==> config.mk <==
export PLATFORM = sky130hd
export DESIGN_NAME = dcpid_front
export DESIGN_NICKNAME = d
export VERILOG_FILES = /design/src/rtl/dual_channel_pid_speed_loop_unit_defines.svh /design/src/rtl/dcpid_pkg.sv /design/src/rtl/dcpid_front.sv
export SDC_FILE = /design/constraint.sdc
export NUM_CORES = 1
export LEC_CHECK = 0
export BUFFER_PORTS_ARGS = -buffer_cell sky130_fd_sc_hd__buf_2
export CAP_MARGIN = 20
export CORE_AREA = 2 2 218 220
export CTS_BUF_LIST = sky130_fd_sc_hd__clkbuf_4
export DETAILED_ROUTE_END_ITERATION = 6
export DIE_AREA = 0 0 220 222
export PLACE_DENSITY = 0.63
export SYNTH_ARGS = -nofsm -noshare
export SYNTH_HDL_FRONTEND = slang
export SYNTH_SLANG_ARGS = --single-unit
export TNS_END_PERCENT = 50
==> constraint.sdc <==
create_clock -name i_clk -period 10.4 [get_ports i_clk]
set_input_delay 0.52 -clock i_clk [delete_from_list [all_inputs] [get_ports i_clk]]
set_output_delay 0.52 -clock i_clk [all_outputs]
set_load 0.02 [all_outputs]
==> src/rtl/dual_channel_pid_speed_loop_unit_defines.svh <==
// Assertion macros shared by the speed loop RTL.
// Needs a clock named i_clk and an active low reset named i_rst_n in scope.
`ifndef DUAL_CHANNEL_PID_SPEED_LOOP_UNIT_DEFINES_SVH
`define DUAL_CHANNEL_PID_SPEED_LOOP_UNIT_DEFINES_SVH

// Condition must hold at every edge out of reset.
`define DCPID_ASSERT_ALWAYS(label, cond, msg) \
    label: assert property (@(posedge i_clk) disable iff (!i_rst_n) (cond)) \
        else $error(msg);

// Antecedent at one edge implies consequent at the next edge.
`define DCPID_ASSERT_NEXT(label, ante, cons, msg) \
    label: assert property (@(posedge i_clk) disable iff (!i_rst_n) (ante) |=> (cons)) \
        else $error(msg);

`endif

==> src/rtl/dcpid_pkg.sv <==
// Types, register codes and reset constants for the two motor speed loop.
// No dependencies; used by every RTL module of the block.
package dcpid_pkg;

    localparam int GAIN_W  = 48;
    localparam int SPEED_W = 16;
    localparam int INTEG_W = 32;
    localparam int LIMIT_W = 15;
    localparam int CFG_W   = GAIN_W;
    localparam int CFG_IDX_W = 3;

    localparam logic [GAIN_W-1:0]  KP_RESET    = 48'd34359738;
    localparam logic [GAIN_W-1:0]  KI_RESET    = 48'd0;
    localparam logic [GAIN_W-1:0]  KD_RESET    = 48'd42950;
    localparam logic [SPEED_W-1:0] THR_RESET   = 16'd100;
    localparam logic [LIMIT_W-1:0] LIMIT_RESET = 15'd1400;

    typedef enum logic [CFG_IDX_W-1:0] {
        CFG_KP_A  = 3'd0,
        CFG_KI_A  = 3'd1,
        CFG_KD_A  = 3'd2,
        CFG_KP_B  = 3'd3,
        CFG_KI_B  = 3'd4,
        CFG_KD_B  = 3'd5,
        CFG_THR   = 3'd6,
        CFG_LIMIT = 3'd7
    } t_cfg_idx;

    typedef struct packed {
        logic signed [SPEED_W-1:0] target_speed;
        logic signed [SPEED_W-1:0] measured_speed;
        logic                      motor_select;
    } t_in_beat;

    typedef struct packed {
        logic signed [SPEED_W-1:0] drive;
        logic                      clamped;
    } t_out_beat;

    typedef struct packed {
        logic signed [GAIN_W-1:0]  kp_a;
        logic signed [GAIN_W-1:0]  ki_a;
        logic signed [GAIN_W-1:0]  kd_a;
        logic signed [GAIN_W-1:0]  kp_b;
        logic signed [GAIN_W-1:0]  ki_b;
        logic signed [GAIN_W-1:0]  kd_b;
        logic signed [SPEED_W-1:0] threshold;
        logic        [LIMIT_W-1:0] limit;
    } t_cfg;

    // Operands of the three gain products for one beat.
    typedef struct packed {
        logic signed [GAIN_W-1:0]  kp;
        logic signed [GAIN_W-1:0]  ki;
        logic signed [GAIN_W-1:0]  kd;
        logic signed [SPEED_W:0]   err;
        logic signed [INTEG_W-1:0] sum;
        logic signed [SPEED_W:0]   delta;
    } t_term_ops;

endpackage

==> src/rtl/dcpid_front.sv <==
// Per-motor state (integrators, previous speed) and error/derivative front end.
// Registers the product operands for the multiplier stage. Depends on dcpid_pkg.
module dcpid_front (
    input  logic                 i_clk,
    input  logic                 i_rst_n,
    input  logic                 i_load,
    input  dcpid_pkg::t_in_beat  i_beat,
    input  dcpid_pkg::t_cfg      i_cfg,
    output dcpid_pkg::t_term_ops o_ops
);
    import dcpid_pkg::*;

    logic signed [INTEG_W-1:0] r_integ [2];
    logic signed [SPEED_W-1:0] r_prev  [2];
    t_term_ops                 r_ops;

    logic                      clr;
    logic                      sel;
    logic signed [SPEED_W:0]   err;
    logic signed [SPEED_W:0]   delta;
    logic signed [INTEG_W-1:0] base;
    logic signed [INTEG_W:0]   sum_w;
    logic signed [INTEG_W-1:0] sum_sat;
    t_term_ops                 n_ops;

    localparam logic signed [INTEG_W:0] SUM_MAX = {2'b00, {(INTEG_W-1){1'b1}}};
    localparam logic signed [INTEG_W:0] SUM_MIN = {2'b11, {(INTEG_W-1){1'b0}}};

    always_comb begin
        sel   = i_beat.motor_select;
        clr   = i_beat.target_speed < i_cfg.threshold;
        err   = {i_beat.target_speed[SPEED_W-1], i_beat.target_speed}
              - {i_beat.measured_speed[SPEED_W-1], i_beat.measured_speed};
        delta = {i_beat.measured_speed[SPEED_W-1], i_beat.measured_speed}
              - {r_prev[sel][SPEED_W-1], r_prev[sel]};
        base  = clr ? '0 : r_integ[sel];
        sum_w = {base[INTEG_W-1], base} + (INTEG_W+1)'(err);
        // saturate to the 32 bit signed range
        if (sum_w > SUM_MAX) begin
            sum_sat = SUM_MAX[INTEG_W-1:0];
        end else if (sum_w < SUM_MIN) begin
            sum_sat = SUM_MIN[INTEG_W-1:0];
        end else begin
            sum_sat = sum_w[INTEG_W-1:0];
        end
        n_ops.kp    = sel ? i_cfg.kp_b : i_cfg.kp_a;
        n_ops.ki    = sel ? i_cfg.ki_b : i_cfg.ki_a;
        n_ops.kd    = sel ? i_cfg.kd_b : i_cfg.kd_a;
        n_ops.err   = err;
        n_ops.sum   = sum_sat;
        n_ops.delta = delta;
    end

    always_ff @(posedge i_clk) begin
        if (!i_rst_n) begin
            r_integ[0] <= '0;
            r_integ[1] <= '0;
            r_prev[0]  <= '0;
            r_prev[1]  <= '0;
        end else if (i_load) begin
            if (clr) begin
                r_integ[!sel] <= '0;
            end
            r_integ[sel] <= sum_sat;
            r_prev[sel]  <= i_beat.measured_speed;
        end
    end

    always_ff @(posedge i_clk) begin
        if (i_load) begin
            r_ops <= n_ops;
        end
    end

    assign o_ops = r_ops;

endmodule

# Yosys cells after proc, flatten, opt, wreduce, memory -nomap -nowiden
# Memory sizes are Yosys's and may differ from the RTL's.
# Index checks and enable logic that the tools add are counted.
dict set report op_classes {
  add_sub_neg 3
  n_mul 0
  div 0
  magnitude_cmp 3
  eq_ne 0
  shifts 0
  muxes 23
  n_bitwise 0
  reduce_logical 4
}
# cell count
set ops {}
lappend ops {{$mux W32} 5}
lappend ops {{$mux W48} 3}
lappend ops {{$reduce_or A32 Y1} 2}
lappend ops {{$sub A16 B16 Y17} 2}
lappend ops {{$add A32 B17 Y33} 1}
lappend ops {{$gt A33 B32 Y1 const B} 1}
lappend ops {{$lt A33 B32 Y1 const B} 1}
lappend ops {{$lt A16 B16 Y1} 1}
lappend ops {{$mux W16} 1}
lappend ops {{$reduce_or A16 Y1} 1}
lappend ops {{$mux W1} 14}
lappend ops {{$logic_not A1 Y1} 1}
dict set report word_totals {
  regBits 210
  latch_bits 0
  mem_bits_rw 96
  rom_bits 0
  input_bits 355
  output_inout_bits 210
  wordCells 41
  n_memories 2
}
# name depth word_bits rd rd_clocked_by_memory_dff wr line
set mem_list {}
lappend mem_list {r_integ 2 32 1 0 2 dcpid_front.sv:13} ;# logic signed [INTEG_W-1:0] r_integ [2];
lappend mem_list {r_prev 2 16 1 0 2 dcpid_front.sv:14} ;# logic signed [SPEED_W-1:0] r_prev [2];

# Longest topological paths before layout
dict set report depth {
  depth_word 7
  ltp_mapped 26
  ltp_nobuf 24
}

# Worst setup path before layout
# OpenSTA, ideal clock, no wires.
dict set report synth_path {
  kind {input port to flip-flop}
  startpoint {in i_beat[17] in the netlist's numbering}
  endpoint {reg r_ops (netlist bit o_ops[25]), data pin}
  setup_time_ns 0.265
  t_arrival_ns 5.110
  t_required_ns 10.135
  slack_ns 5.025
  stages 24
  path_buffers 2
  path_cell_list {inv_1 ha_1 inv_1 fa_1 a21o_1 a21oi_1 nor2b_1 o21a_1 o41ai_2 o2111ai_1 o2111a_1 o21ai_0 a31o_2 ha_1 buf_2 a21o_1 a21o_1 a21o_1 a221o_1 a21oi_2 or2_4 nand2_4 buf_6 maj3_1}
}
# item line
set synth_rtl {}
lappend synth_rtl {{start: declaration} dcpid_front.sv:7} ;# input dcpid_pkg::t_in_beat i_beat,
lappend synth_rtl {{end signal: assignment} dcpid_front.sv:71} ;# r_ops <= n_ops;
lappend synth_rtl {{end: declaration} dcpid_front.sv:15} ;# t_term_ops r_ops;

==> results_dict.tcl <==
set metrics [dict create \
    grt_pass1_vias 13780 \
    whs_ns 0.07584 \
    skew_ns 0.03373 \
    arrival_ns 6.71 \
    core-area_sq_um 46260 \
    cp-end-kind "flop" \
    r2r_cells 13 \
    layout_min_cycle_time_ns 6.197 \
    synth-seq-area-share_pct 57.36 \
    setup_tns_ns 0 \
    cts-root-buf "clkbuf_4" \
    worstPathMaxFanout 21 \
    setup.worst_path.end "r_integ[0][25]" \
    firstDrtPassIters 5 \
    slowest_delay_ns 0.74 \
    place.gp.congestion 1.015 \
    ir_drop_mv 0.1176 \
    final_nets 2491 \
    h-tree-depth 3 \
    synth_area_leaders "edfxtp_1 57%, mux2_2 10%, ha_1 6.2%" \
    ys_types 64 \
    io_pins 565 \
    rsz0062_at_grt "no" \
    hold_path_class "in -> reg" \
    status "complete, no violations" \
    synth_most_common_cell "edfxtp_1" \
    setup_viol_count_final 0 \
    r2r_end "r_integ[0][25]" \
    pre_cts_ws_ns 3.502 \
    multi_input_area_sq_um 6392 \
    drt_wl_total_um 66330 \
    die_x_um 220 \
    cellLeakagePower_nw 9.912 \
    clk_pin_slew_ns 0.06 \
    hold_viol_final 0 \
    total_power_mw 4.007 \
    io_buffer_count 549 \
    cp_cell_sequence "buf_2 > inv_1 > ha_1 > inv_1 > fa_1 > a21o_1 > a21oi_1 > nor2b_1 > o21a_1 > o41ai_2 > o2111ai_1 > o2111a_1 > o21ai_0 > a31o_2 > ha_1 > a21oi_1 > o21ai_1 > a31oi_1 > nor3b_1 > a221oi_4 > xor2_2 > nand3_2 > nand2_1 > nor2_1" \
    yosys-top-cells-count "306 x edfxtp_1, 150 x nor2_1, 145 x mux2_2" \
    max_slew_margin_pct 25.28 \
    synth_edf_count 306 \
    clock_latency_ns 0.79 \
    rr_startpoint "r_integ[1][0]" \
    synthesis.nets 1679 \
    clockBufferDepth 3 \
    drv_cap 0 \
    ant_nets 0 \
    grt_pass1_wl_um 91940 \
    post_drt_wl_per_cell_um 24.27 \
    avgSynthCellArea_sq_um 12.90 \
    async_reset_ff_share_pct 0 \
    finalMaxSlewViolations 0 \
    syn_inst 1242 \
    worst-path-stages 24 \
    cts_tree "yes" \
    fin_ws_ns 4.203 \
    placedCellCount 2358 \
    grt_overflow_total 0 \
    max_freq_mhz 161.4 \
    yosys.area.top_type "edfxtp_1" \
    final_cells 2733 \
    min_period_over_period_pct 59.59 \
    synth_top_area_share_pct 57.36 \
    p_per_area_nw_per_um2 177.1 \
    antenna_found_initial 19 \
    drive_above_1_share_pct 40.58 \
    tightestPinTransition_ns 1.121 \
    synth_flop_cell "edfxtp_1" \
    vias 13760 \
    worstPathRequired_ns 10.91 \
    cpMaxStageDelayCell "nand2_1" \
    chipHeight_um 222 \
    start_util_pct 34.63 \
    path_buf_inv 3 \
    syn_area_sq_um 16020 \
    rows 79 \
    drcViolationCount 0 \
    ys_warn_count 0 \
    worstSetupStartpointType "input pin" \
    worst-setup-path-type "in -> reg" \
    dp_hpwl_um 49180 \
    cts.sinks 306 \
    ys_ff_latch 306 \
    dieArea_sq_um 48840 \
    vias_per_cell 5.033 \
    cts_resized 0 \
    path_delay_family "compound AO/OA/AOI/OAI gates" \
    areaGrowthSynthToFinish_pct 41.20 \
    seqCellArea_sq_um 9189 \
    grt_max_degree 100 \
    grtUsageTotal_pct 26.37 \
    rrSetupSlack_ns 6.27 \
    crit_start "i_beat[17]" \
    drt_iter0_drc 1024 \
    nFillCells 4205 \
    cts_buffers 89 \
]
through the flow:
stage	area [sq um]	util (%)
floorplan	16020	-
global placement	19400	41.95
detailed placement	19400	41.95
CTS	22600	48.85
global route	22620	48.89
finish	22620	48.90
logic make-up (layout without fill, tap and decap cells):
kind of cell	Yosys count	count (layout)	synth area share [%]
flops	306	306	57.36
simple gates	298	298	8.357
mux	193	193	13.19
compound gates	184	184	7.732
buf+inv	110	985	2.866
fa+ha+maj	97	97	7.498
xor+xnor	54	54	2.999
other cells	0	9	0
layout by cell type, fill, tap and decap left out, types with 7 or more instances in the layout:
| cell | Yosys | routed |
|---|---|---|
| clkbuf_4 | 0 | 123 |
| mux2i_1 | 48 | 48 |
| mux2_2 | 145 | 145 |
| ha_1 | 79 | 79 |
| a21oi_1 | 61 | 61 |
| xnor2_1 | 40 | 39 |
| nor3_1 | 45 | 45 |
| xor2_1 | 13 | 13 |
| or3_1 | 7 | 7 |
| inv_1 | 61 | 61 |
| diode_2 | 0 | 9 |
| nand2_1 | 38 | 36 |
| o21ai_0 | 30 | 30 |
| nor2_1 | 150 | 150 |
| o21a_1 | 8 | 8 |
| a21o_1 | 25 | 25 |
| edfxtp_1 | 306 | 306 |
| nand3_1 | 16 | 16 |
| o21bai_1 | 7 | 7 |
| buf_2 | 7 | 547 |
| nor2b_1 | 16 | 15 |
| buf_4 | 6 | 9 |
| o211ai_1 | 7 | 7 |
| dlygate4sd3_1 | 0 | 212 |
| clkinv_1 | 0 | 24 |
| maj3_1 | 13 | 13 |
per-layer routing:
metal / track usage (%) / wire length, um
met5: 0 / 0
met4: 11.95 / 2122
met3: 5.597 / 4978
met2: 42.98 / 32080
met1: 33.47 / 27140
state kept, by name, indices dropped and copies added (netlist names):
register / flops
r_integ: 64
o_ops: 210
r_prev: 32
power by group:
group / total [mW] / switching [mW] / leakage, nW / internal [mW]
sequential: 1.62 / 0.0506 / 3.04 / 1.57
clock: 1.12 / 0.551 / 0.642 / 0.569
combinational: 1.27 / 0.789 / 6.23 / 0.479
total: 4.01 / 1.39 / 9.91 / 2.62
final cells by class:
| class | count | share of cell area (%) |
|---|---|---|
| Antenna cell | 9 | 0.09956 |
| Clock buffer | 123 | 4.082 |
| Clock inverter | 31 | 0.6582 |
| Inverter | 61 | 1.012 |
| Multi-Input combinational cell | 826 | 28.26 |
| Sequential cell | 306 | 40.62 |
| Tap cell | 607 | 3.357 |
| Timing Repair Buffer | 770 | 21.91 |
worst min path at each step:
stage / from / end / cells after the start
floorplan: i_load / o_ops[0] / 0
global placement: r_prev[1][0] / o_ops[0] / 3
detailed placement: r_prev[0][0] / o_ops[0] / 3
CTS: i_cfg[34] / o_ops[69] / 2
global route: i_cfg[209] / o_ops[100] / 2
finish: i_cfg[278] / o_ops[169] / 2
repair_timing:
item                                   4_1_cts  5_1_grt
buffers inserted                             0        0
endpoints found under the hold margin      117        0
hold buffers                               212        0
Power figures use the tool's default switching activity.
