$ cat config.mk
export PLATFORM = sky130hd
export DESIGN_NAME = dcpid_cfg_regs
export DESIGN_NICKNAME = d
export VERILOG_FILES = /design/src/rtl/dual_channel_pid_speed_loop_unit_defines.svh /design/src/rtl/dcpid_pkg.sv /design/src/rtl/dcpid_cfg_regs.sv
export SDC_FILE = /design/constraint.sdc
export NUM_CORES = 1
export LEC_CHECK = 0
export ABC_CLOCK_PERIOD_IN_PS = 1400
export BUFFER_PORTS_ARGS = -buffer_cell sky130_fd_sc_hd__buf_2
export CELL_PAD_IN_SITES_DETAIL_PLACEMENT = 1
export CELL_PAD_IN_SITES_GLOBAL_PLACEMENT = 1
export CORE_UTILIZATION = 38
export CTS_CLUSTER_SIZE = 10
export DETAILED_ROUTE_END_ITERATION = 8
export HOLD_SLACK_MARGIN = 0.08
export PLACE_DENSITY_LB_ADDON = 0.1
export SYNTH_ARGS = -nofsm -noshare
export SYNTH_HDL_FRONTEND = slang
export SYNTH_SLANG_ARGS = --single-unit
$ cat constraint.sdc
create_clock -name i_clk -period 1.4 [get_ports i_clk]
set_clock_uncertainty 0.05 [all_clocks]
set_input_delay 0.07 -clock i_clk [delete_from_list [all_inputs] [get_ports i_clk]]
set_output_delay 0.07 -clock i_clk [all_outputs]
set_load 0.02 [all_outputs]
$ cat src/rtl/dual_channel_pid_speed_loop_unit_defines.svh
// Assertion macros shared by the speed loop RTL.
// Needs a clock named i_clk and an active low reset named i_rst_n in scope.
`ifndef DUAL_CHANNEL_PID_SPEED_LOOP_UNIT_DEFINES_SVH
`define DUAL_CHANNEL_PID_SPEED_LOOP_UNIT_DEFINES_SVH

// Condition must hold at every edge out of reset.
`define DCPID_ASSERT_ALWAYS(label, cond, msg) \
    label: assert property (@(posedge i_clk) disable iff (!i_rst_n) (cond)) \
        else $error(msg);

// Antecedent at one edge implies consequent at the next edge.
`define DCPID_ASSERT_NEXT(label, ante, cons, msg) \
    label: assert property (@(posedge i_clk) disable iff (!i_rst_n) (ante) |=> (cons)) \
        else $error(msg);

`endif

$ cat src/rtl/dcpid_pkg.sv
// Types, register codes and reset constants for the two motor speed loop.
// No dependencies; used by every RTL module of the block.
package dcpid_pkg;

    localparam int GAIN_W  = 48;
    localparam int SPEED_W = 16;
    localparam int INTEG_W = 32;
    localparam int LIMIT_W = 15;
    localparam int CFG_W   = GAIN_W;
    localparam int CFG_IDX_W = 3;

    localparam logic [GAIN_W-1:0]  KP_RESET    = 48'd34359738;
    localparam logic [GAIN_W-1:0]  KI_RESET    = 48'd0;
    localparam logic [GAIN_W-1:0]  KD_RESET    = 48'd42950;
    localparam logic [SPEED_W-1:0] THR_RESET   = 16'd100;
    localparam logic [LIMIT_W-1:0] LIMIT_RESET = 15'd1400;

    typedef enum logic [CFG_IDX_W-1:0] {
        CFG_KP_A  = 3'd0,
        CFG_KI_A  = 3'd1,
        CFG_KD_A  = 3'd2,
        CFG_KP_B  = 3'd3,
        CFG_KI_B  = 3'd4,
        CFG_KD_B  = 3'd5,
        CFG_THR   = 3'd6,
        CFG_LIMIT = 3'd7
    } t_cfg_idx;

    typedef struct packed {
        logic signed [SPEED_W-1:0] target_speed;
        logic signed [SPEED_W-1:0] measured_speed;
        logic                      motor_select;
    } t_in_beat;

    typedef struct packed {
        logic signed [SPEED_W-1:0] drive;
        logic                      clamped;
    } t_out_beat;

    typedef struct packed {
        logic signed [GAIN_W-1:0]  kp_a;
        logic signed [GAIN_W-1:0]  ki_a;
        logic signed [GAIN_W-1:0]  kd_a;
        logic signed [GAIN_W-1:0]  kp_b;
        logic signed [GAIN_W-1:0]  ki_b;
        logic signed [GAIN_W-1:0]  kd_b;
        logic signed [SPEED_W-1:0] threshold;
        logic        [LIMIT_W-1:0] limit;
    } t_cfg;

    // Operands of the three gain products for one beat.
    typedef struct packed {
        logic signed [GAIN_W-1:0]  kp;
        logic signed [GAIN_W-1:0]  ki;
        logic signed [GAIN_W-1:0]  kd;
        logic signed [SPEED_W:0]   err;
        logic signed [INTEG_W-1:0] sum;
        logic signed [SPEED_W:0]   delta;
    } t_term_ops;

endpackage

$ cat src/rtl/dcpid_cfg_regs.sv
// Configuration register file: gains, integrator clear threshold, output limit.
// Depends on dcpid_pkg.
module dcpid_cfg_regs (
    input  logic                            i_clk,
    input  logic                            i_rst_n,
    input  logic                            i_cfg_we,
    input  logic [dcpid_pkg::CFG_IDX_W-1:0] i_cfg_addr,
    input  logic [dcpid_pkg::CFG_W-1:0]     i_cfg_data,
    output dcpid_pkg::t_cfg                 o_cfg
);
    import dcpid_pkg::*;

    t_cfg r_cfg;
    t_cfg n_cfg;

    always_comb begin
        n_cfg = r_cfg;
        if (i_cfg_we) begin
            unique case (t_cfg_idx'(i_cfg_addr))
                CFG_KP_A:  n_cfg.kp_a      = i_cfg_data;
                CFG_KI_A:  n_cfg.ki_a      = i_cfg_data;
                CFG_KD_A:  n_cfg.kd_a      = i_cfg_data;
                CFG_KP_B:  n_cfg.kp_b      = i_cfg_data;
                CFG_KI_B:  n_cfg.ki_b      = i_cfg_data;
                CFG_KD_B:  n_cfg.kd_b      = i_cfg_data;
                CFG_THR:   n_cfg.threshold = i_cfg_data[SPEED_W-1:0];
                CFG_LIMIT: n_cfg.limit     = i_cfg_data[LIMIT_W-1:0];
                default:   n_cfg           = r_cfg;
            endcase
        end
    end

    always_ff @(posedge i_clk) begin
        if (!i_rst_n) begin
            r_cfg.kp_a      <= KP_RESET;
            r_cfg.ki_a      <= KI_RESET;
            r_cfg.kd_a      <= KD_RESET;
            r_cfg.kp_b      <= KP_RESET;
            r_cfg.ki_b      <= KI_RESET;
            r_cfg.kd_b      <= KD_RESET;
            r_cfg.threshold <= THR_RESET;
            r_cfg.limit     <= LIMIT_RESET;
        end else begin
            r_cfg <= n_cfg;
        end
    end

    assign o_cfg = r_cfg;

endmodule

### Word-level counts from Yosys, hierarchy flattened

Cells that the tools add are included.
Widths: inputs -> output; s select.

* reductions and logical operators: 9
* eq/ne operators: 7

Operator list (number)
* $reduce_and 2->1: 8
* $eq 3x3->1 const B: 4
* $eq 3x2->1 const B: 2
* $eq 3x1->1 const B: 1
* $logic_not 3->1: 1

* logic and storage cells: 24
* register bits after elaboration: 319
* output and inout bits: 319
* bits of input ports: 54

### Depth between registers and ports, before layout

Gate-level depths: netlist (run 1).

* depth in word-level cells: 2
* mapped depth: 6
* gate-level depth less buffers: 2

### Worst setup path before layout (run 1)

Ideal clock, no wire load.

* path type: input-to-reg
* start: in i_cfg_addr[0] (netlist bit)
* end: reg r_cfg (netlist bit o_cfg[283])
* data required time: 1278 ps
* buffers on the path: 3
* stages on the path: 5
* data arrival time: 1060 ps
* library setup time: 72 ps
* path slack: 218 ps
* path through: buf_2 -> nor4b_4 -> buf_6 -> buf_8 -> mux2i_1

* word-level cells in the longest chain between the ends: 2

Ends and longest elaborated chain
* start: declaration: line dcpid_cfg_regs.sv:7 `input logic [dcpid_pkg::CFG_IDX_W-1:0] i_cfg_addr,`
* $logic_not 3->1: line dcpid_cfg_regs.sv:19 `unique case (t_cfg_idx'(i_cfg_addr))`
* $reduce_and 2->1 (no source line)
* end signal: assignment: line dcpid_cfg_regs.sv:44 `r_cfg <= n_cfg;`
* end: declaration: line dcpid_cfg_regs.sv:13 `t_cfg r_cfg;`

Every way passes these cells.
A chain may end at the register's enable or synchronous reset.

### Final worst setup path (run 1)

* start: in i_cfg_addr[2] (netlist bit)
* end: reg r_cfg (netlist bit o_cfg[248])

* word-level cells in the longest chain between the ends: 2

Ends and longest elaborated chain (line)
* $eq 3x1->1: dcpid_cfg_regs.sv:19
* $reduce_and 2->1 (no source line)

Every way passes these cells.

==> flow_summary_export.csv, run 1 <==
group,metric,value,unit
synth,cell_area_after_synthesis,0.0118,sq mm
cells_and_area,largest_reg_flops,319,
die,core,0.0305,sq mm
die,floorplan.die.height,178,microns
timing,fmax,722,MHz
die,placement_rows,64,
power,sequential_share_of_power,47.9,%
timing,tightestPinTransition,0.459,ns
synth,dominantRegCellSynth,"sky130_fd_sc_hd__dfxtp_1",
die,initial_utilization,38.6,%
power,leakage,0.00812,uW
worst_setup_path,cp_endpoint_kind,"register",
grt,grt_first_pass_wirelength,55.9,mm
grt,first_global_vias,9588,
timing,final-hold-violation-count,0,
timing,fin_setup_tns,0,ns
cells_and_area,drive_above_1_share,30.0,%
clocking,clock_sink_count,319,
synth,yosys_warnings,0,
cells_and_area,finalCoreUtilization,51.7,%
synth,synth_instances,1114,
grt,grt_max_degree,40,
synth,yosysUniqueCellTypes,16,
placement,port-buffer-count,372,
outcome,result_of_the_run,"finished clean",
routing,drt_iter0_markers,261,
routing,drtPass1Iterations,4,
synth,synth_sequential_area_ratio,54.2,%
synth,synth_nets,1168,
routing,dr_total_vias,9421,
routing,route.detailed.drc,0,
timing,final_cycle_utilization_of_the_critical_path,99.0,%
worst_setup_path,crit_arrival,1.76,ns
synth,ys_async_sr_fraction,0,%
worst_setup_path,path_class,"in2reg",
placement,globalplace.congestion,0.770,
power,p_int,15000,uW
min_path,holdCritPathClass,"in2reg",
run,cap_viol_max_count,0,
timing,number_of_max_slew_violations_in_the_final_report,0,
synth,synth_edf_count,0,
clocking,clock_path_buffers,3,
synth,top_cell_type_s_share_of_synthesized_area,54.2,%
power,switching_share,23.8,%
clocking,htreeDepth,2,
power,clock_power_share,43.8,%
worst_setup_path,critical_path_peak_fanout,21,
worst_setup_path,crit_path_launch_type,"input port",
die,floorplan.io_pins,373,
clocking,clk_root_buffer_cell,"sky130_fd_sc_hd__clkbuf_16",
routing,routedWlPerCell,19.5,microns
die,die_width,178,microns
grt,globalRouteTotalUtil,23.1,%
synth,postSynthRegisterBits,319,
grt,antenna_found_initial,4,
power,p_per_area,1240,mW/mm^2
die,die-area,0.0317,sq mm
placement,hpwl,26.4,mm
synth,synth.avg_cell_area,10.6,sq um
clocking,numCtsBuffers,38,
timing,setup-violations-final,0,
synth,synth_area_leaders,"sky130_fd_sc_hd__dfxtp_1 (54%), sky130_fd_sc_hd__mux2i_1 (27%), sky130_fd_sc_hd__nand2_1 (10%), sky130_fd_sc_hd__nor2b_1 (3.5%), sky130_fd_sc_hd__clkbuf_1 (1.1%)",
power,switching_power,4660,uW
power,comb_power_share,8.3,%
synth,cell_accounting_for_the_most_synthesized_area,"sky130_fd_sc_hd__dfxtp_1",
routing,total_wirelength_of_the_detailed_routed_design,38.0,mm
grt,grt-ovfl-total,0,
power,worst_supply_voltage_drop_on_vdd,0.820,mV
timing,max_slew_margin,69.3,%
cells_and_area,net_count_reported_at_finish,1591,
timing,rsz0062_at_grt,"no",
cells_and_area,areaGrowthSynthToFinish,34.0,%
synth,ys_top_cells_by_count,"sky130_fd_sc_hd__dfxtp_1 (319), sky130_fd_sc_hd__mux2i_1 (319), sky130_fd_sc_hd__nand2_1 (318)",
routing,ant_nets,0,
clocking,worst_skew_pair.late_latency,0.50,ns
timing,period_needed,1.39,ns
clocking,cts_tree,"done",
clocking,clk_pin_slew_worst_paths,0.05,ns
worst_setup_path,cp.required,1.77,ns
routing,routed_via_density,4.84,
cells by family after synthesis:
| group | synth area share [%] |
|---|---|
| DFF | 54.2 |
| and+or+nand+nor | 14.6 |
| muxes | 27.1 |
| buffers and inverters | 4.08 |
stage by stage:
step	instances	area, sq um	worst slack [ns]	power, uW	hold WS [ns]
floorplan	1114	11800	0.218	10500	0.190
global placement	1842	14200	0.0955	11100	0.303
finish	1946	15800	0.0145	19600	0.113
detailed placement	1842	14200	0.0462	11100	0.315
global route	1946	15800	0.00162	20400	0.123
CTS	1941	15700	0.0460	19900	0.113
critical path, stage by stage:
cell	delay (ns)
sky130_fd_sc_hd__dlygate4sd3_1	0.57
sky130_fd_sc_hd__buf_2	0.21
sky130_fd_sc_hd__and4bb_4	0.42
sky130_fd_sc_hd__buf_12	0.23
sky130_fd_sc_hd__mux2i_1	0.24
final timing paths:
kind / from / to / slack, ns / depth (start not counted)
min reg2reg: o_cfg[75]$_SDFFE_PN0P_ / o_cfg[75]$_SDFFE_PN0P_ / 0.41 / 2
max: i_cfg_addr[2] / o_cfg[248]$_SDFFE_PN0P_ / 0.01 / 5
min: i_cfg_data[0] / o_cfg[15]$_SDFFE_PN0P_ / 0.11 / 3
max reg2reg: o_cfg[284]$_SDFFE_PN0P_ / o_cfg[284]$_SDFFE_PN0P_ / 0.67 / 2
routing by layer:
layer | global-route usage (%) | part of all wire (%) | vias to the layer above
li1 | - | - | 4502
met1 | 27.5 | 42 | 4552
met2 | 39.5 | 48 | 315
met3 | 7.31 | 7.7 | 50
met4 | 6.98 | 2.3 | 2
met5 | 0 | 0.034 | -
cell type report:
type,count,area [sq um]
multi-input cells,712,4950
fillers,3454,14700
diodes,3,7.51
clock inverters,1,8.76
flip-flops and latches,319,6390
repair buffers,466,2900
clock buffers,49,1020
well taps,396,495
power groups by stage:
| stage | sequential [uW] | clock, uW | combinational, uW |
|---|---|---|---|
| 2_1_floorplan | 9820 | 0 | 659 |
| 3_3_place_gp | 9570 | 0 | 1510 |
| 3_5_place_dp | 9580 | 0 | 1530 |
| 4_1_cts | 9390 | 8820 | 1650 |
| 5_1_grt | 9410 | 9240 | 1750 |
| 6_report | 9390 | 8600 | 1640 |
placed cells by master (no fill, tap or decap), drive strengths merged:
cell type and count:
nand4b 3, clkbuf 50, dfxtp 319, nor4b 1, nor4bb 1, dlygate4sd3 49, diode 3, nand4bb 2
buf 416, nand4 1, mux2i 319, inv 1, and4bb 1, nand2 318, nor2b 66
repair_timing:
action | CTS | global route
endpoints found under the hold margin | 304 | 0
hold buffers | 49 | 0
endpoints found under the setup margin | 0 | 23
gates resized for setup | 0 | 2
buffers inserted | 0 | 1
Power figures use the tool's default switching activity.
==> inputs of run 2 (changes only) <==
--- a/config.mk
+++ b/config.mk
@@ -5,11 +5,11 @@
 export SDC_FILE = /design/constraint.sdc
 export NUM_CORES = 1
 export LEC_CHECK = 0
-export ABC_CLOCK_PERIOD_IN_PS = 1400
+export ABC_CLOCK_PERIOD_IN_PS = 1200
 export BUFFER_PORTS_ARGS = -buffer_cell sky130_fd_sc_hd__buf_2
 export CELL_PAD_IN_SITES_DETAIL_PLACEMENT = 1
 export CELL_PAD_IN_SITES_GLOBAL_PLACEMENT = 1
-export CORE_UTILIZATION = 38
+export CORE_UTILIZATION = 35
 export CTS_CLUSTER_SIZE = 10
 export DETAILED_ROUTE_END_ITERATION = 8
 export HOLD_SLACK_MARGIN = 0.08
==> constraint.sdc (replaced) <==
create_clock -name i_clk -period 1.2 [get_ports i_clk]
set_clock_uncertainty 0.05 [all_clocks]
set_input_delay 0.06 -clock i_clk [delete_from_list [all_inputs] [get_ports i_clk]]
set_output_delay 0.06 -clock i_clk [all_outputs]
set_load 0.02 [all_outputs]
==> flow_summary_export.csv, run 2 (same netlist as run 1, synthesis figures left out) <==
group,metric,value,unit
die,floorplan.die.height,185,microns
grt,first_global_vias,10400,
worst_setup_path,path_class,"reg2reg",
cells_and_area,areaGrowthSynthToFinish,40.7,%
routing,ant_nets,0,
die,initial_utilization,35.9,%
routing,route.detailed.drc,0,
routing,drt_iter0_markers,215,
clocking,htreeDepth,2,
placement,placed_cells_incl_taps,1908,
grt,grt_max_degree,43,
grt,globalRouteTotalUtil,23.0,%
cells_and_area,post_layout_nonfiller_instances,2054,
grt,grt_first_pass_wirelength,60.2,mm
routing,drtPass1Iterations,4,
routing,routed_via_density,4.71,
worst_setup_path,sequence_of_cells_on_the_critical_path,"nand2_1 > dlygate4sd3_1 > mux2i_1",
die,placement_rows,66,
routing,total_wirelength_of_the_detailed_routed_design,40.0,mm
run,cap_viol_max_count,0,
die,core,0.0328,sq mm
timing,setup_slack,0.0244,ns
clocking,worst_skew_pair.late_latency,0.51,ns
timing,tightestPinTransition,0.483,ns
worst_setup_path,cp_endpoint_kind,"register",
worst_setup_path,critical_path_peak_fanout,2,
worst_setup_path,critical-path-top-delay-family,"buffers and inverters",
cells_and_area,drive_above_1_share,32.5,%
timing,setup-violations-final,0,
clocking,cts_tree,"done",
min_path,holdCritPathClass,"in2reg",
cells_and_area,net_count_reported_at_finish,1654,
timing,final-hold-violation-count,0,
worst_setup_path,crit_path_launch_type,"register",
placement,port-buffer-count,372,
timing,final_cycle_utilization_of_the_critical_path,98.0,%
clocking,clk_pin_slew_worst_paths,0.05,ns
die,die_width,185,microns
clocking,clock_sink_count,319,
placement,globalplace.congestion,0.741,
power,leakage,0.00849,uW
grt,grt-ovfl-total,0,
clocking,clock_path_buffers,3,
grt,antenna_found_initial,0,
placement,dpl_cell_area,0.0145,sq mm
worst_setup_path,cp.required,1.57,ns
cells_and_area,largest_reg_flops,319,
worst_setup_path,timing.critical_path.buf_inv,1,
cells_and_area,finalCoreUtilization,50.5,%
outcome,result_of_the_run,"finished clean",
power,p_per_area,1400,mW/mm^2
clocking,clk_root_buffer_cell,"sky130_fd_sc_hd__clkbuf_16",
cells_and_area,post-route-cell-area,0.0166,sq mm
placement,dp_slack,-0.142,ns
worst_setup_path,crit_slowest_cell,"sky130_fd_sc_hd__dlygate4sd3_1",
timing,fmax,851,MHz
die,floorplan.io_pins,373,
routing,dr_total_vias,9665,
timing,max_slew_margin,67.8,%
clocking,numCtsBuffers,38,
routing,routedWlPerCell,19.5,microns
power,worst_supply_voltage_drop_on_vdd,0.721,mV
timing,period_needed,1.18,ns
worst_setup_path,timing.critical_path.slowest_cell_delay,0.55,ns
placement,hpwl,26.8,mm
cells_and_area,final_common_cell,"sky130_fd_sc_hd__buf_2",
cells_and_area,leading_cell_types_in_the_layout_fill_and_taps_excluded,"sky130_fd_sc_hd__buf_2 (361), sky130_fd_sc_hd__mux2i_1 (319), sky130_fd_sc_hd__nand2_1 (318), sky130_fd_sc_hd__dfxtp_1 (278), sky130_fd_sc_hd__dlygate4sd3_1 (85)",
die,die-area,0.0344,sq mm
timing,number_of_max_slew_violations_in_the_final_report,0,
worst_setup_path,crit_arrival,1.55,ns
## run 2: cell types whose count changed in the layout (fill, tap and decap cells not counted)
| cell | delta |
|---|---|
| sky130_fd_sc_hd__buf_6 | +1 |
| sky130_fd_sc_hd__dlygate4sd3_1 | +36 |
| sky130_fd_sc_hd__buf_8 | -1 |
| sky130_fd_sc_hd__clkbuf_1 | +2 |
| sky130_fd_sc_hd__clkbuf_4 | +4 |
| sky130_fd_sc_hd__buf_4 | +19 |
| sky130_fd_sc_hd__dlymetal6s4s_1 | +8 |
| sky130_fd_sc_hd__dfxtp_2 | +41 |
| sky130_fd_sc_hd__clkbuf_16 | -1 |
| sky130_fd_sc_hd__buf_2 | -10 |
| sky130_fd_sc_hd__dfxtp_1 | -41 |
| sky130_fd_sc_hd__clkbuf_8 | -1 |
| sky130_fd_sc_hd__diode_2 | -2 |
| sky130_fd_sc_hd__buf_12 | +7 |
## run 2: final timing paths
kind | startpoint | end | slack, ns | cells after the start
worst max-delay path | o_cfg[193]$_SDFFE_PN0P_ | o_cfg[193]$_SDFFE_PN0P_ | 0.02 | 3
worst min-delay path | i_rst_n | o_cfg[196]$_SDFFE_PN0P_ | 0.03 | 4
worst max register to register | o_cfg[193]$_SDFFE_PN0P_ | o_cfg[193]$_SDFFE_PN0P_ | 0.02 | 3
worst min register to register | o_cfg[106]$_SDFFE_PN0P_ | o_cfg[106]$_SDFFE_PN0P_ | 0.40 | 2
## run 2: per-stage QoR
step | TNS (ns) | power [uW] | hold slack (ns)
finish | 0 | 23100 | 0.0293
global route | -0.0476 | 24000 | 0.0651
CTS | 0 | 23400 | 0.0846
detailed placement | -9.64 | 13000 | 0.296
global placement | -4.80 | 13000 | 0.290
floorplan | 0 | 12200 | 0.180
## run 2: repair_timing
action,4_1_cts,5_1_grt
hold endpoints to repair,313,13
setup endpoints to repair,1,101
pin swaps,0,1
setup buffers,0,1
gates resized for setup,1,63
hold buffers,122,6
## run 2: per-layer routing
metal  wire [microns]  track usage [%]  vias up
met4             1220             8.10        0
li1                 -                -     4635
met2            19400             40.3      280
met5                0                0        -
met3             2990             6.94       65
met1            16400             26.2     4685
## run 2: cell type report
type,instances,area (sq um)
Tap cell,442,553
Clock inverter,1,8.76
Sequential cell,319,6440
Fill cell,3739,16200
Timing Repair Buffer,529,3590
Multi-Input combinational cell,712,4950
Clock buffer,50,1020
Antenna cell,1,2.50
## run 2: tightest hold or removal path, stage by stage
cell	delay (ns)
sky130_fd_sc_hd__buf_8	0.17
sky130_fd_sc_hd__buf_12	0.17
sky130_fd_sc_hd__nand2_1	0.06
sky130_fd_sc_hd__mux2i_1	0.06
## run 2: report_power, final
group / total (uW) / switching, uW / internal [uW]
clock: 10100 / 4210 / 5850
combinational: 2100 / 1230 / 870
sequential: 11000 / 120 / 10800
total: 23100 / 5560 / 17600
==> inputs of run 3 (changes only) <==
--- a/config.mk
+++ b/config.mk
@@ -5,11 +5,12 @@
 export SDC_FILE = /design/constraint.sdc
 export NUM_CORES = 1
 export LEC_CHECK = 0
+export ABC_AREA = 1
 export ABC_CLOCK_PERIOD_IN_PS = 1200
 export BUFFER_PORTS_ARGS = -buffer_cell sky130_fd_sc_hd__buf_2
 export CELL_PAD_IN_SITES_DETAIL_PLACEMENT = 1
 export CELL_PAD_IN_SITES_GLOBAL_PLACEMENT = 1
-export CORE_UTILIZATION = 35
+export CORE_UTILIZATION = 32
 export CTS_CLUSTER_SIZE = 10
 export DETAILED_ROUTE_END_ITERATION = 8
 export HOLD_SLACK_MARGIN = 0.08
==> flow_summary_export.csv, run 3 <==
group,metric,value,unit
die,floorplan.io_pins,373,
outcome,result_of_the_run,"finished, violations left",
cells_and_area,largest_reg_flops,319,
timing,fmax,847,MHz
worst_setup_path,cp.required,1.56,ns
clocking,worst_skew_pair.late_latency,0.53,ns
outcome,failing_checks,"negative hold slack",
run,cap_viol_max_count,0,
placement,dpl_cell_area,0.0153,sq mm
cells_and_area,final_common_cell,"sky130_fd_sc_hd__nor2_1",
routing,drtPass1Iterations,5,
clocking,clock_path_buffers,3,
power,leakage,0.00833,uW
cells_and_area,areaGrowthSynthToFinish,43.5,%
clocking,clock_sink_count,319,
placement,hpwl,32.6,mm
synth,postSynthRegisterBits,319,
grt,grt-ovfl-total,0,
power,worst_supply_voltage_drop_on_vdd,1.06,mV
synth,synth.avg_cell_area,6.98,sq um
cells_and_area,drive_above_1_share,23.8,%
timing,tightestPinTransition,0.409,ns
timing,period_needed,1.18,ns
synth,synth_edf_count,0,
grt,grt_first_pass_wirelength,73.9,mm
timing,final-hold-violation-count,15,
die,core,0.0376,sq mm
synth,ys_top_cells_by_count,"sky130_fd_sc_hd__nor2_1 (550), sky130_fd_sc_hd__nand2_1 (388), sky130_fd_sc_hd__dfxtp_1 (319)",
synth,synth_instances,1750,
grt,globalRouteTotalUtil,24.4,%
worst_setup_path,critical_path_peak_fanout,11,
synth,yosysUniqueCellTypes,10,
worst_setup_path,crit_path_frequent_cell,"sky130_fd_sc_hd__nand2_1",
synth,cell_area_after_synthesis,0.0122,sq mm
placement,port-buffer-count,372,
timing,worst_hold_slack,-0.147,ns
worst_setup_path,timing.critical_path.slowest_cell_delay,0.57,ns
synth,synth_sequential_area_ratio,52.3,%
routing,total_wirelength_of_the_detailed_routed_design,49.4,mm
die,initial_utilization,32.5,%
worst_setup_path,sequence_of_cells_on_the_critical_path,"buf_2 > nand2_1 > inv_2 > nand2_1 > buf_12 > nand2_1 > nand3_1 > dlygate4sd3_1",
grt,grt_max_degree,44,
cells_and_area,leading_cell_types_in_the_layout_fill_and_taps_excluded,"sky130_fd_sc_hd__nor2_1 (540), sky130_fd_sc_hd__nand2_1 (384), sky130_fd_sc_hd__nand3_1 (310), sky130_fd_sc_hd__dfxtp_1 (302), sky130_fd_sc_hd__buf_2 (290)",
placement,globalplace.congestion,0.802,
worst_setup_path,crit_path_launch_type,"input port",
synth,top_cell_type_s_share_of_synthesized_area,52.3,%
min_path,holdCritPathClass,"in2reg",
routing,ant_nets,0,
routing,routedWlPerCell,18.2,microns
timing,max_slew_margin,72.7,%
cells_and_area,net_count_reported_at_finish,2237,
synth,synth_nets,1804,
power,design_power_total,25300,uW
die,die_width,197,microns
synth,cell_accounting_for_the_most_synthesized_area,"sky130_fd_sc_hd__dfxtp_1",
clocking,clk_pin_slew_worst_paths,0.06,ns
routing,routed_via_density,4.75,
worst_setup_path,path_class,"in2reg",
cells_and_area,post-route-cell-area,0.0175,sq mm
die,die-area,0.0389,sq mm
synth,yosys_warnings,0,
cells_and_area,fillerInstances,4784,
worst_setup_path,crit_arrival,1.54,ns
clocking,htreeDepth,2,
timing,setup-violations-final,0,
synth,synthMostInstantiatedCell,"sky130_fd_sc_hd__nor2_1",
routing,dr_total_vias,12900,
grt,first_global_vias,12800,
timing,final_cycle_utilization_of_the_critical_path,98.4,%
clocking,clk_root_buffer_cell,"sky130_fd_sc_hd__clkbuf_16",
synth,synth_area_leaders,"sky130_fd_sc_hd__dfxtp_1 (52%), sky130_fd_sc_hd__nor2_1 (17%), sky130_fd_sc_hd__nand3_1 (13%), sky130_fd_sc_hd__nand2_1 (12%), sky130_fd_sc_hd__buf_2 (1.8%)",
synth,ys_async_sr_fraction,0,%
timing,number_of_max_slew_violations_in_the_final_report,0,
die,placement_rows,71,
die,floorplan.die.height,197,microns
routing,drt_iter0_markers,559,
grt,antenna_found_initial,2,
cells_and_area,post_layout_nonfiller_instances,2713,
worst_setup_path,cp_endpoint_kind,"register",
power,p_per_area,1440,mW/mm^2
routing,route.detailed.drc,0,
clocking,numCtsBuffers,39,
worst_setup_path,crit_slowest_cell,"sky130_fd_sc_hd__dlygate4sd3_1",
clocking,cts_tree,"done",
placement,placed_cells_incl_taps,2571,
synth,dominantRegCellSynth,"sky130_fd_sc_hd__dfxtp_1",
-- run 3: cell types whose count changed after synthesis, moves of 32 or more --
cell	delta
sky130_fd_sc_hd__nor2_1	+550
sky130_fd_sc_hd__mux2i_1	-319
sky130_fd_sc_hd__nand3_1	+310
sky130_fd_sc_hd__nand2_1	+70
sky130_fd_sc_hd__nor2b_1	-66
sky130_fd_sc_hd__inv_1	+55
sky130_fd_sc_hd__buf_1	+32
-- run 3: path summary, 6_finish.rpt --
| path | startpoint | slack [ns] | cells past startpoint | to |
|---|---|---|---|---|
| worst min-delay path | i_rst_n | -0.15 | 2 | o_cfg[128]$_SDFFE_PN1P_ |
| worst max-delay path | i_cfg_addr[0] | 0.02 | 8 | o_cfg[130]$_SDFFE_PN1P_ |
| worst min register to register | o_cfg[10]$_SDFFE_PN1P_ | 0.40 | 2 | o_cfg[10]$_SDFFE_PN1P_ |
| worst max register to register | o_cfg[130]$_SDFFE_PN1P_ | 0.03 | 3 | o_cfg[130]$_SDFFE_PN1P_ |
-- run 3: cell type report --
type                    instances  area (sq um)  area share, %
repair buffers                518          3960           22.6
inverters                      55           211           1.21
diodes                          2          5.00         0.0286
well taps                     511           639           3.65
clock buffers                  58          1130           6.45
multi-input cells            1250          5170           29.5
flip-flops and latches        319          6410           36.6
-- run 3: per-stage QoR --
stage / setup TNS (ns) / setup WS [ns] / util, %
floorplan: 0 / 0.162 / -
global placement: -1.10 / -0.0332 / 40.7
detailed placement: -5.58 / -0.0931 / 40.7
CTS: 0 / 0.000843 / 45.8
global route: -0.0405 / -0.0395 / 46.6
finish: 0 / 0.0197 / 46.6
-- run 3: per-layer routing --
metal | wire, microns | GRT usage (%) | share of wire (%) | up-vias
met1 | 21100 | 29.9 | 43 | 6205
met4 | 790 | 6.23 | 1.6 | 0
li1 | - | - | - | 6306
met5 | 0 | 0 | 0 | -
met3 | 3460 | 6.62 | 7.0 | 50
met2 | 24000 | 41.9 | 49 | 319
-- run 3: critical path, delay by kind of cell --
family                 cells  cell delay [ns]
buffers and inverters      4             1.07
and+or+nand+nor            4             0.41
-- run 3: power by group --
group	switching (uW)	internal [uW]	leakage [uW]	total (uW)
sequential	203	11000	0.00260	11200
combinational	2100	1220	0.00518	3310
clock	4410	6410	0.000549	10800
total	6710	18600	0.00833	25300
-- run 3: logic make-up (layout without fill, tap and decap cells) --
logic type	after synthesis	count (layout)	share of synthesized area [%]
other cells	0	2	0
flops	319	319	52.3
buf+inv	181	631	6.07
simple gates	1250	1250	41.6
-- run 3: what timing repair did --
action	4_1_cts	5_1_grt
hold endpoints to repair	319	122
hold buffers	72	10
pin swaps	0	2
resized for setup	28	102
setup endpoints to repair	21	113
buffers inserted	0	4
cloned	0	3
